**src/longest_match_tokenizer_core_defines.svh**
```systemverilog
// Assertion macros shared by the tokenizer modules.
`ifndef LONGEST_MATCH_TOKENIZER_CORE_DEFINES_SVH
`define LONGEST_MATCH_TOKENIZER_CORE_DEFINES_SVH
`ifndef SYNTHESIS
`define LMT_ASSERT(label, prop) \
  label: assert property (@(posedge clk) disable iff (!rst_n) prop) else $error("failed");
`define LMT_ASSERT_NEVER(label, expr) \
  label: assert property (@(posedge clk) disable iff (!rst_n) !(expr)) else $error("failed");
`else
`define LMT_ASSERT(label, prop)
`define LMT_ASSERT_NEVER(label, expr)
`endif
`endif

```
**src/lmt_pkg.sv**
```systemverilog
// Types, constants and match tables for the tokenizer.
package lmt_pkg;
  localparam int MaxTokenLen = 255;
  localparam int NumKw = 17;
  localparam int NumLit = 3;

  typedef enum logic [3:0] {
    K_DELIM = 4'd0, K_KEYWORD = 4'd1, K_NULL = 4'd2, K_INT = 4'd3, K_FLOAT = 4'd4,
    K_STRING = 4'd5, K_BOOL = 4'd6, K_IDENT = 4'd7, K_SPACE = 4'd8, K_EOF = 4'd9,
    K_ERROR = 4'd10
  } kind_t;

  typedef enum logic [3:0] {
    M_IDLE, M_DELIM, M_SPACE, M_WORD, M_UNDERSCORE, M_MINUS, M_ZERO, M_INT,
    M_FLOAT, M_STR_OPEN, M_STR_DONE
  } mode_t;

  typedef struct packed {
    logic [3:0] kind;
    logic [7:0] len;
    logic [4:0] kwn;
    logic       bv;
  } tok_t;

  // One accepted character turns into up to two results.
  typedef struct packed {
    logic [1:0] cnt;
    tok_t       t0;
    tok_t       t1;
  } pair_t;

  localparam logic [NumKw-1:0][71:0] KwText = '{
    {"not_", "equal"}, "    equal", "       lt", "       gt", "      min", "      abs",
    "   divide", " multiply", " subtract", "substring", "  replace", "uppercase",
    "lowercase", "   concat", "     puts", "      set", "      add"};
  localparam logic [NumKw-1:0][3:0] KwLen = '{
    4'd9, 4'd5, 4'd2, 4'd2, 4'd3, 4'd3, 4'd6, 4'd8, 4'd8, 4'd9, 4'd7, 4'd9,
    4'd9, 4'd6, 4'd4, 4'd3, 4'd3};
  localparam logic [NumLit-1:0][39:0] LitText = '{"false", " true", " null"};
  localparam logic [NumLit-1:0][3:0] LitLen = '{4'd5, 4'd4, 4'd4};

  // Character of a left-aligned word at position p, or zero past its end.
  function automatic logic [7:0] word_char(logic [71:0] txt, logic [3:0] n,
                                            logic [7:0] p);
    logic [71:0] sh;
    sh = txt << (8 * (9 - n));
    if (p >= {4'd0, n}) return 8'd0;
    return sh[71 - 8 * p[3:0] -: 8];
  endfunction
endpackage

```
**src/lmt_scanner.sv**
```systemverilog
// Front end: per-character rule matching and token classification.
module lmt_scanner import lmt_pkg::*; (
  input  logic       clk,
  input  logic       rst_n,
  input  logic       take,
  input  logic [7:0] c,
  input  logic       eoi,
  output pair_t      res
);
  mode_t            mode_r, mode_nxt;
  logic [7:0]       len_r, len_nxt;
  logic [NumKw-1:0] kw_r, kw_nxt;
  logic [NumLit-1:0] lit_r, lit_nxt;
  logic             err_r, err_nxt;

  logic is_low, is_let, is_dig, is_wrd;
  logic [NumKw-1:0] nk, sk, ek;
  logic [NumLit-1:0] nl, sl;
  logic [4:0] ekn;
  logic has_ek;

  always_comb begin
    is_low = c inside {[8'h61:8'h7a]};
    is_let = is_low || (c inside {[8'h41:8'h5a]});
    is_dig = c inside {[8'h30:8'h39]};
    is_wrd = is_let || is_dig || c == 8'h5f;
    for (int i = 0; i < NumKw; i++) begin
      nk[i] = kw_r[i] && len_r < {4'd0, KwLen[i]} && word_char(KwText[i], KwLen[i], len_r) == c;
      sk[i] = word_char(KwText[i], KwLen[i], 8'd0) == c;
      ek[i] = kw_r[i] && {4'd0, KwLen[i]} == len_r;
    end
    for (int i = 0; i < NumLit; i++) begin
      nl[i] = lit_r[i] && len_r < {4'd0, LitLen[i]} &&
              word_char({32'd0, LitText[i]}, LitLen[i], len_r) == c;
      sl[i] = word_char({32'd0, LitText[i]}, LitLen[i], 8'd0) == c;
    end
    ekn = '0;
    has_ek = |ek;
    for (int i = NumKw - 1; i >= 0; i--) if (ek[i]) ekn = 5'(i);
  end

  function automatic tok_t mk(kind_t k, logic [7:0] n, logic [4:0] w, logic b);
    tok_t t;
    t.kind = k; t.len = n; t.kwn = w; t.bv = b;
    return t;
  endfunction

  always_comb begin
    tok_t fin;
    logic fin_v, do_start, do_ext;
    mode_t ext_mode;
    mode_nxt = mode_r; len_nxt = len_r; kw_nxt = kw_r; lit_nxt = lit_r; err_nxt = err_r;
    res = '0;
    fin_v = 1'b1; fin = '0; do_start = 1'b0; do_ext = 1'b0; ext_mode = mode_r;
    case (mode_r)
      M_DELIM:  fin = mk(K_DELIM, len_r, 5'd0, 1'b0);
      M_SPACE:  fin = mk(K_SPACE, len_r, 5'd0, 1'b0);
      M_ZERO, M_INT: fin = mk(K_INT, len_r, 5'd0, 1'b0);
      M_FLOAT:  fin = mk(K_FLOAT, len_r, 5'd0, 1'b0);
      M_STR_DONE: fin = mk(K_STRING, len_r, 5'd0, 1'b0);
      M_WORD, M_UNDERSCORE: begin
        if (has_ek) fin = mk(K_KEYWORD, len_r, ekn, 1'b0);
        else if (lit_r[0] && len_r == 8'd4) fin = mk(K_NULL, len_r, 5'd0, 1'b0);
        else if (lit_r[1] && len_r == 8'd4) fin = mk(K_BOOL, len_r, 5'd0, 1'b1);
        else if (lit_r[2] && len_r == 8'd5) fin = mk(K_BOOL, len_r, 5'd0, 1'b0);
        else fin = mk(K_IDENT, len_r, 5'd0, 1'b0);
      end
      default: fin_v = 1'b0;
    endcase
    if (eoi) begin
      if (err_r) begin
        res.cnt = 2'd1; res.t0 = mk(K_EOF, 8'd0, 5'd0, 1'b0);
      end else if (mode_r == M_MINUS || mode_r == M_STR_OPEN ||
                   (mode_r == M_UNDERSCORE && !has_ek)) begin
        res.cnt = 2'd2; res.t0 = mk(K_ERROR, 8'd0, 5'd0, 1'b0);
        res.t1 = mk(K_EOF, 8'd0, 5'd0, 1'b0);
      end else if (fin_v) begin
        res.cnt = 2'd2; res.t0 = fin; res.t1 = mk(K_EOF, 8'd0, 5'd0, 1'b0);
      end else begin
        res.cnt = 2'd1; res.t0 = mk(K_EOF, 8'd0, 5'd0, 1'b0);
      end
      mode_nxt = M_IDLE; len_nxt = '0; kw_nxt = '0; lit_nxt = '0; err_nxt = 1'b0;
    end else if (!err_r) begin
      case (mode_r)
        M_IDLE: do_start = 1'b1;
        M_WORD: begin
          if (is_let || |nk || |nl) begin
            kw_nxt = nk; lit_nxt = nl; do_ext = 1'b1;
            ext_mode = is_let ? M_WORD : M_UNDERSCORE;
          end else do_start = 1'b1;
        end
        M_UNDERSCORE: begin
          if (|nk) begin
            kw_nxt = nk; lit_nxt = '0; do_ext = 1'b1; ext_mode = M_UNDERSCORE;
          end else if (has_ek) do_start = 1'b1;
          else begin
            // The "not" prefix goes out as an identifier before the error.
            res.cnt = 2'd2; res.t0 = mk(K_IDENT, 8'd3, 5'd0, 1'b0);
            res.t1 = mk(K_ERROR, 8'd0, 5'd0, 1'b0);
            err_nxt = 1'b1; mode_nxt = M_IDLE; len_nxt = '0; kw_nxt = '0; lit_nxt = '0;
          end
        end
        M_MINUS: begin
          if (c inside {[8'h31:8'h39]}) begin do_ext = 1'b1; ext_mode = M_INT; end
          else begin
            res.cnt = 2'd1; res.t0 = mk(K_ERROR, 8'd0, 5'd0, 1'b0);
            err_nxt = 1'b1; mode_nxt = M_IDLE; len_nxt = '0;
          end
        end
        M_ZERO: if (c == 8'h2e) begin do_ext = 1'b1; ext_mode = M_FLOAT; end
                else do_start = 1'b1;
        M_INT: begin
          if (is_dig) begin do_ext = 1'b1; ext_mode = M_INT; end
          else if (c == 8'h2e) begin do_ext = 1'b1; ext_mode = M_FLOAT; end
          else do_start = 1'b1;
        end
        M_FLOAT: if (is_dig) begin do_ext = 1'b1; ext_mode = M_FLOAT; end
                 else do_start = 1'b1;
        M_STR_OPEN: begin
          if (is_wrd) begin do_ext = 1'b1; ext_mode = M_STR_OPEN; end
          else if (c == 8'h22) begin do_ext = 1'b1; ext_mode = M_STR_DONE; end
          else begin
            res.cnt = 2'd1; res.t0 = mk(K_ERROR, 8'd0, 5'd0, 1'b0);
            err_nxt = 1'b1; mode_nxt = M_IDLE; len_nxt = '0;
          end
        end
        default: do_start = 1'b1;
      endcase
      if (do_ext) begin
        if ({24'd0, len_r} >= MaxTokenLen) begin
          res.cnt = 2'd1; res.t0 = mk(K_ERROR, 8'd0, 5'd0, 1'b0);
          err_nxt = 1'b1; mode_nxt = M_IDLE; len_nxt = '0; kw_nxt = '0; lit_nxt = '0;
        end else begin
          len_nxt = len_r + 8'd1; mode_nxt = ext_mode;
        end
      end
      if (do_start) begin
        if (fin_v) begin res.cnt = 2'd1; res.t0 = fin; end
        len_nxt = 8'd1; kw_nxt = '0; lit_nxt = '0;
        if (c == 8'h28 || c == 8'h29) mode_nxt = M_DELIM;
        else if (c == 8'h20 || c == 8'h0a) mode_nxt = M_SPACE;
        else if (is_low) begin mode_nxt = M_WORD; kw_nxt = sk; lit_nxt = sl; end
        else if (c == 8'h2d) mode_nxt = M_MINUS;
        else if (c == 8'h30) mode_nxt = M_ZERO;
        else if (is_dig) mode_nxt = M_INT;
        else if (c == 8'h22) mode_nxt = M_STR_OPEN;
        else begin
          mode_nxt = M_IDLE; len_nxt = '0; err_nxt = 1'b1;
          if (fin_v) begin res.cnt = 2'd2; res.t1 = mk(K_ERROR, 8'd0, 5'd0, 1'b0); end
          else begin res.cnt = 2'd1; res.t0 = mk(K_ERROR, 8'd0, 5'd0, 1'b0); end
        end
      end
    end
  end

  always_ff @(posedge clk) begin
    if (!rst_n) begin
      mode_r <= M_IDLE; len_r <= '0; kw_r <= '0; lit_r <= '0; err_r <= 1'b0;
    end else if (take) begin
      mode_r <= mode_nxt; len_r <= len_nxt; kw_r <= kw_nxt; lit_r <= lit_nxt;
      err_r <= err_nxt;
    end
  end
endmodule

```
**src/lmt_queue.sv**
```systemverilog
// Short queue of result pairs between the scanner and the output sequencer.
module lmt_queue import lmt_pkg::*; (
  input  logic  clk,
  input  logic  rst_n,
  input  logic  push,
  input  pair_t din,
  output logic  full,
  input  logic  pop,
  output logic  empty,
  output pair_t dout
);
`include "longest_match_tokenizer_core_defines.svh"
  pair_t      mem [4];
  logic [2:0] wp_r, rp_r;

  assign full  = (wp_r[1:0] == rp_r[1:0]) && (wp_r[2] != rp_r[2]);
  assign empty = wp_r == rp_r;
  assign dout  = mem[rp_r[1:0]];

  always_ff @(posedge clk) if (push) mem[wp_r[1:0]] <= din;

  always_ff @(posedge clk) begin
    if (!rst_n) begin
      wp_r <= '0; rp_r <= '0;
    end else begin
      if (push) wp_r <= wp_r + 3'd1;
      if (pop) rp_r <= rp_r + 3'd1;
    end
  end

  `LMT_ASSERT_NEVER(a_no_overflow, push && full && !pop)
  `LMT_ASSERT_NEVER(a_no_underflow, pop && empty)
  `LMT_ASSERT(a_count_ok, (wp_r - rp_r) <= 3'd4)
endmodule

```
**src/lmt_emitter.sv**
```systemverilog
// Back end: delivers one or two results per queued entry through an output register.
module lmt_emitter import lmt_pkg::*; (
  input  logic       clk,
  input  logic       rst_n,
  input  logic       q_empty,
  input  pair_t      q_dout,
  output logic       q_pop,
  output logic       out_valid,
  input  logic       out_stall,
  output logic [3:0] out_token_kind,
  output logic [7:0] out_token_length,
  output logic [4:0] out_keyword_number,
  output logic       out_bool_value,
  output logic       out_last_of_run
);
`include "longest_match_tokenizer_core_defines.svh"
  logic sel_r, sel_nxt, v_r;
  tok_t cur;
  logic last, load;

  assign cur  = sel_r ? q_dout.t1 : q_dout.t0;
  assign last = sel_r || q_dout.cnt == 2'd1;
  assign load = !q_empty && (!v_r || !out_stall);
  assign q_pop = load && last;
  assign sel_nxt = load ? !last : sel_r;

  always_ff @(posedge clk) begin
    if (!rst_n) begin
      v_r <= 1'b0; sel_r <= 1'b0;
    end else begin
      sel_r <= sel_nxt;
      if (load) v_r <= 1'b1;
      else if (!out_stall) v_r <= 1'b0;
    end
  end

  always_ff @(posedge clk) begin
    if (load) begin
      out_token_kind <= cur.kind; out_token_length <= cur.len;
      out_keyword_number <= cur.kwn; out_bool_value <= cur.bv;
      out_last_of_run <= last;
    end
  end
  assign out_valid = v_r;

  `LMT_ASSERT(a_hold, out_valid && out_stall |=> $stable(out_token_kind))
  `LMT_ASSERT_NEVER(a_sel_empty, sel_r && q_empty)
  `LMT_ASSERT(a_second, sel_r && load |-> q_dout.cnt == 2'd2)
endmodule

```
**src/longest_match_tokenizer_core.sv**
```systemverilog
// Top level of the longest-match tokenizer.
// A result passes through the queue and then the output register once its token ends.
// Throughput: one character per cycle while the queue is not full; a character that
// causes two results emits them one after the other; a four-entry queue absorbs this.
// Reset (rst_n low, synchronous) clears scan state, the error latch and the queue.
module longest_match_tokenizer_core import lmt_pkg::*; (
  input  logic       clk,
  input  logic       rst_n,
  input  logic       in_valid,
  output logic       in_stall,
  input  logic [7:0] in_char_code,
  input  logic       in_end_of_input,
  output logic       out_valid,
  input  logic       out_stall,
  output logic [3:0] out_token_kind,
  output logic [7:0] out_token_length,
  output logic [4:0] out_keyword_number,
  output logic       out_bool_value,
  output logic       out_last_of_run
);
  pair_t res, q_dout;
  logic  take, full, empty, pop;

  // Stall is registered queue state only, never in_valid.
  assign in_stall = full;
  assign take = in_valid && !full;

  lmt_scanner u_scan (.clk, .rst_n, .take, .c(in_char_code), .eoi(in_end_of_input), .res);
  lmt_queue u_q (.clk, .rst_n, .push(take && res.cnt != 2'd0), .din(res), .full,
                 .pop, .empty, .dout(q_dout));
  lmt_emitter u_emit (.clk, .rst_n, .q_empty(empty), .q_dout, .q_pop(pop), .out_valid,
                      .out_stall, .out_token_kind, .out_token_length, .out_keyword_number,
                      .out_bool_value, .out_last_of_run);
endmodule
```
**config.mk**
```make
export PLATFORM = sky130hd
export DESIGN_NAME = longest_match_tokenizer_core
export DESIGN_NICKNAME = d
export VERILOG_FILES = /design/src/lmt_pkg.sv /design/src/lmt_scanner.sv /design/src/lmt_queue.sv /design/src/lmt_emitter.sv /design/src/longest_match_tokenizer_core.sv
export VERILOG_INCLUDE_DIRS = /design/src /design/src/src
export SDC_FILE = /design/constraint.sdc
export NUM_CORES = 1
export LEC_CHECK = 0
export BUFFER_PORTS_ARGS = -buffer_cell sky130_fd_sc_hd__buf_4
export CORE_AREA = 8 8 144 146
export CTS_CLUSTER_SIZE = 28
export DETAILED_ROUTE_END_ITERATION = 12
export DIE_AREA = 0 0 152 154
export PLACE_DENSITY_LB_ADDON = 0.2
export SLEW_MARGIN = 5
export SYNTH_ARGS = -nofsm -noshare
export SYNTH_HDL_FRONTEND = slang
export SYNTH_SLANG_ARGS = --single-unit
```
**constraint.sdc**
```tcl
create_clock -name clk -period 7.3 [get_ports clk]
set_clock_uncertainty 0.2 [all_clocks]
set_input_delay 0.73 -clock clk [delete_from_list [all_inputs] [get_ports clk]]
set_output_delay 0.73 -clock clk [all_outputs]
set_load 0.01 [all_outputs]
```
==> metrics.log <==
INFO  metric setup.worst_path.start_class = register
INFO  metric floorplan.die.height = 154 um
INFO  metric synth_largest_area_cell = sky130_fd_sc_hd__edfxtp_1
INFO  metric setup.worst_path.class = reg2reg
INFO  metric period_utilization = 89.27%
INFO  metric leakagePower = 4.210 nW
INFO  metric first_pass_iters = 9
INFO  metric hpwlAfterDp = 29,320 um
INFO  metric tritoncts_clock_tree = done
INFO  metric totalNegativeSetupSlack = 0 ps
INFO  metric clk_root_buffer_cell = sky130_fd_sc_hd__clkbuf_16
INFO  metric synthMostInstantiatedCell = sky130_fd_sc_hd__nand2_1
INFO  metric area_growth = 7.555%
INFO  metric grt.overflow.total = 0
INFO  metric synth_cell_area = 11,610 um^2
INFO  metric crit_slowest_cell = sky130_fd_sc_hd__ha_1
INFO  metric hold_end = u_q.wp_r[2]
INFO  metric final_cells = 1,536
INFO  metric fill_cells = 1,459
INFO  metric first_global_vias = 10.60k
INFO  metric synthArstFlopShare = 0%
INFO  metric place_congestion = 1.023
INFO  metric post_cts_repair_setup_buffers = 0
INFO  metric placement_row_count = 50
INFO  metric cellPowerDensity = 203.6 nW/um^2
INFO  metric drc_violation_count_after_routing = 0
INFO  metric maximum_number_of_pins_on_one_net_before_global_route_repair = 47
INFO  metric clk_latency = 440 ps
INFO  metric synth_enable_flop_cells = 111
INFO  metric run_status = finished clean
INFO  metric holdCritPathClass = reg2reg
INFO  metric p_switching = 781.1 uW
INFO  metric port_buffers = 33
INFO  metric regToRegSetupSlack = 780 ps
INFO  metric timing.hold.worst.start = u_q.wp_r[2]
INFO  metric numCtsBuffers = 17
INFO  metric syn_avg_cell_area = 8.841 um^2
INFO  metric capturing_element_type_of_the_critical_path = register
INFO  metric max_freq = 153.5 MHz
INFO  metric yosys_most_used_dff = sky130_fd_sc_hd__edfxtp_1
INFO  metric p_comb_share = 22.5%
INFO  metric global_route.usage.total = 35.06%
INFO  metric finalHoldViolCount = 0
INFO  metric timing.critical_path.fanout_max = 24
INFO  metric max_stage_delay = 770 ps
INFO  metric worstSetupStartpoint = u_scan.len_r[1]
INFO  metric final_net_count = 1,311
INFO  metric vias = 11.53k
INFO  metric critPathArrivalTime = 6450 ps
INFO  metric post_cts_hold_buffer_count = 0
INFO  metric routed_wire_length_per_instance = 27.22 um
INFO  metric length_in_cells_of_the_worst_reg_to_reg_path = 16
INFO  metric post_route_cells_drive_above_1_share = 12.76%
INFO  metric finalWorstPathRequiredPeriod = 6517 ps
INFO  metric viasPerCell = 7.509
INFO  metric postCtsResizedCells = 0
INFO  metric synth_sequential_area_ratio = 36.13%
INFO  metric grt_first_pass_wirelength = 63,860 um
INFO  metric max_slew.worst_pin.slew = 1193 ps
INFO  metric ys_top_cells_by_count = 121 x sky130_fd_sc_hd__nand2_1, 111 x sky130_fd_sc_hd__edfxtp_1, 91 x sky130_fd_sc_hd__nor2_1, 80 x sky130_fd_sc_hd__a21oi_1, 72 x sky130_fd_sc_hd__o21ai_0
INFO  metric report.final.setup_viol = 0
INFO  metric timing.final.ws_setup = 783.3 ps
INFO  metric sw_frac_of_total = 30.72%
INFO  metric cts_buffer_depth = 2
INFO  metric crit-reg2reg-capture = u_q.mem[2][17]
INFO  metric setup_repair_after_global_routing_missed_its_margin = false
INFO  metric post_synth_inst_count = 1,313
INFO  metric yosys_register_bits = 154
INFO  metric relative_max_transition_margin = 20.45%
INFO  metric data_required_time_at_the_worst_endpoint = 7240 ps
INFO  metric synth_top_area_share = 28.71%
INFO  metric crit_chain = inv_1 > ha_1 > buf_4 > or4b_2 > nor2_1 > a21oi_1 > o21a_1 > o211ai_1 > o21ai_1 > nor4_1 > o211ai_1 > o21ai_0 > o21ai_0 > o21ai_2 > and2_1 > buf_4
INFO  metric die_w = 152 um
INFO  metric totalWireLength = 41,810 um
INFO  metric core-area = 18,460 um^2
INFO  metric p_int = 1.761 mW
INFO  metric initial_core_util = 62.90%
INFO  metric min_delay_path_depth = 2
INFO  metric worst_setup_hold_path_clk_slew = 70 ps
INFO  metric htree_levels = 4
INFO  metric antenna_found_initial = 2
INFO  metric yosys.cell_types.count = 97
INFO  metric critical_path.reg2reg.startpoint = u_scan.len_r[1]
INFO  metric synth.yosys.warnings = 0
INFO  metric dp.cells = 1,503
INFO  metric drv_cap = 0
INFO  metric synth.area.top_cells = sky130_fd_sc_hd__edfxtp_1 29%, sky130_fd_sc_hd__dfxtp_1 7.4%, sky130_fd_sc_hd__mux4_2 4.1%
INFO  metric p_seq_share = 44.5%
INFO  metric place_worst_setup_slack = 980.5 ps
INFO  metric synth.net_count = 1,336
INFO  metric detailedRoute.firstIterationViolations = 1,595
INFO  metric vdd_drop_max = 0.0001441 V
INFO  metric maxSlewViolCount = 0
INFO  metric dieArea = 23,410 um^2
INFO  metric clock_power_share = 33.0%
INFO  metric cts.sink_count = 154
INFO  metric drtAntennaViolNets = 0
INFO  metric io-pin-count = 34
[cell families (layout without fill, tap and decap cells)]
logic type      Yosys count  after routing  share of synthesized area (%)
mux                      42             42                          5.939
xor+xnor                 44             44                          3.438
buf+inv                 143            131                          5.130
fa+ha+maj                10             10                          1.078
other cells               0              1                              0
simple gates            516            516                          23.85
compound gates          404            404                          24.43
flops                   154            154                          36.13
[through the flow]
step / power [mW] / instance area, um^2 / utilization (%) / hold WS [ps]
after detailed placement: 1.706 / 11930 / 64.63 / 288.1
after global placement: 1.693 / 11930 / 64.63 / 268.6
after global routing: 2.627 / 12480 / 67.64 / 344.2
final: 2.543 / 12490 / 67.65 / 310.9
after floorplan: 1.492 / 11610 / - / 254.4
after CTS: 2.543 / 12480 / 67.64 / 310.8
[layer usage]
layer | vias up | global-route usage (%) | routed length, um | share of wire, %
li1 | 5048 | - | - | -
met1 | 5388 | 43.27 | 15280 | 37
met2 | 868 | 54.91 | 18450 | 44
met3 | 228 | 8.492 | 5009 | 12
met4 | 2 | 21.56 | 3055 | 7.3
met5 | - | 0 | 12 | 0.029
[worst max-delay path by stage]
stage	to	cells after the start
6_report	u_q.mem[2][17]	16
5_1_grt	u_q.mem[2][17]	16
4_1_cts	u_q.mem[2][17]	17
3_5_place_dp	u_q.mem[2][35]	17
3_3_place_gp	u_q.mem[2][33]	16
2_1_floorplan	u_q.mem[3][14]	17
[registers in the layout (all words and copies together), names as in the netlist, named ones only]
register	flops
u_scan.kw_r	17
u_emit.out_bool_value	1
u_q.rp_r	3
u_scan.len_r	8
u_q.wp_r	3
u_emit.out_last_of_run	1
u_emit.sel_r	1
u_emit.out_keyword_number	5
u_q.mem	92
u_emit.out_token_length	8
u_scan.mode_r	4
u_scan.lit_r	3
u_emit.out_valid	1
u_emit.out_token_kind	4
u_scan.err_r	1
[worst max-delay path, delay by kind of cell, from the launching register on]
| family | cells | cell delay, ps |
|---|---|---|
| simple gates | 4 | 2250 |
| compound gates | 8 | 1870 |
| buf+inv | 3 | 780 |
| fa+ha+maj | 1 | 770 |
| flops | 1 | 310 |
[area by class of cell]
| cell class | instances | area (um^2) | area share [%] |
|---|---|---|---|
| diodes | 1 | 2.502 | 0.02004 |
| clock buffers | 17 | 425.4 | 3.407 |
| clock inverters | 15 | 130.1 | 1.042 |
| inverters | 35 | 131.4 | 1.052 |
| multi-input cells | 1016 | 6827 | 54.67 |
| flip-flops and latches | 154 | 4197 | 33.61 |
| well taps | 234 | 292.8 | 2.345 |
| repair buffers | 64 | 480.5 | 3.848 |
[layout by cell type (no fill, tap or decap), types with 25 or more instances in the layout]
master	instances
sky130_fd_sc_hd__nand2_1	121
sky130_fd_sc_hd__edfxtp_1	111
sky130_fd_sc_hd__nor2_1	91
sky130_fd_sc_hd__a21oi_1	79
sky130_fd_sc_hd__o21ai_0	72
sky130_fd_sc_hd__buf_4	64
sky130_fd_sc_hd__nor3_1	50
sky130_fd_sc_hd__nand3_1	46
sky130_fd_sc_hd__dfxtp_1	41
sky130_fd_sc_hd__xnor2_1	38
sky130_fd_sc_hd__inv_1	33
sky130_fd_sc_hd__and2_1	29
sky130_fd_sc_hd__nand4_1	25
[power groups by stage]
stage          combinational, mW  clock, mW  sequential, mW
2_1_floorplan              0.331          0            1.16
6_report                   0.573      0.839            1.13
5_1_grt                    0.610      0.877            1.14
4_1_cts                    0.569      0.842            1.13
3_5_place_dp               0.559          0            1.15
3_3_place_gp               0.551          0            1.14
(Power assumes the default switching activity.)
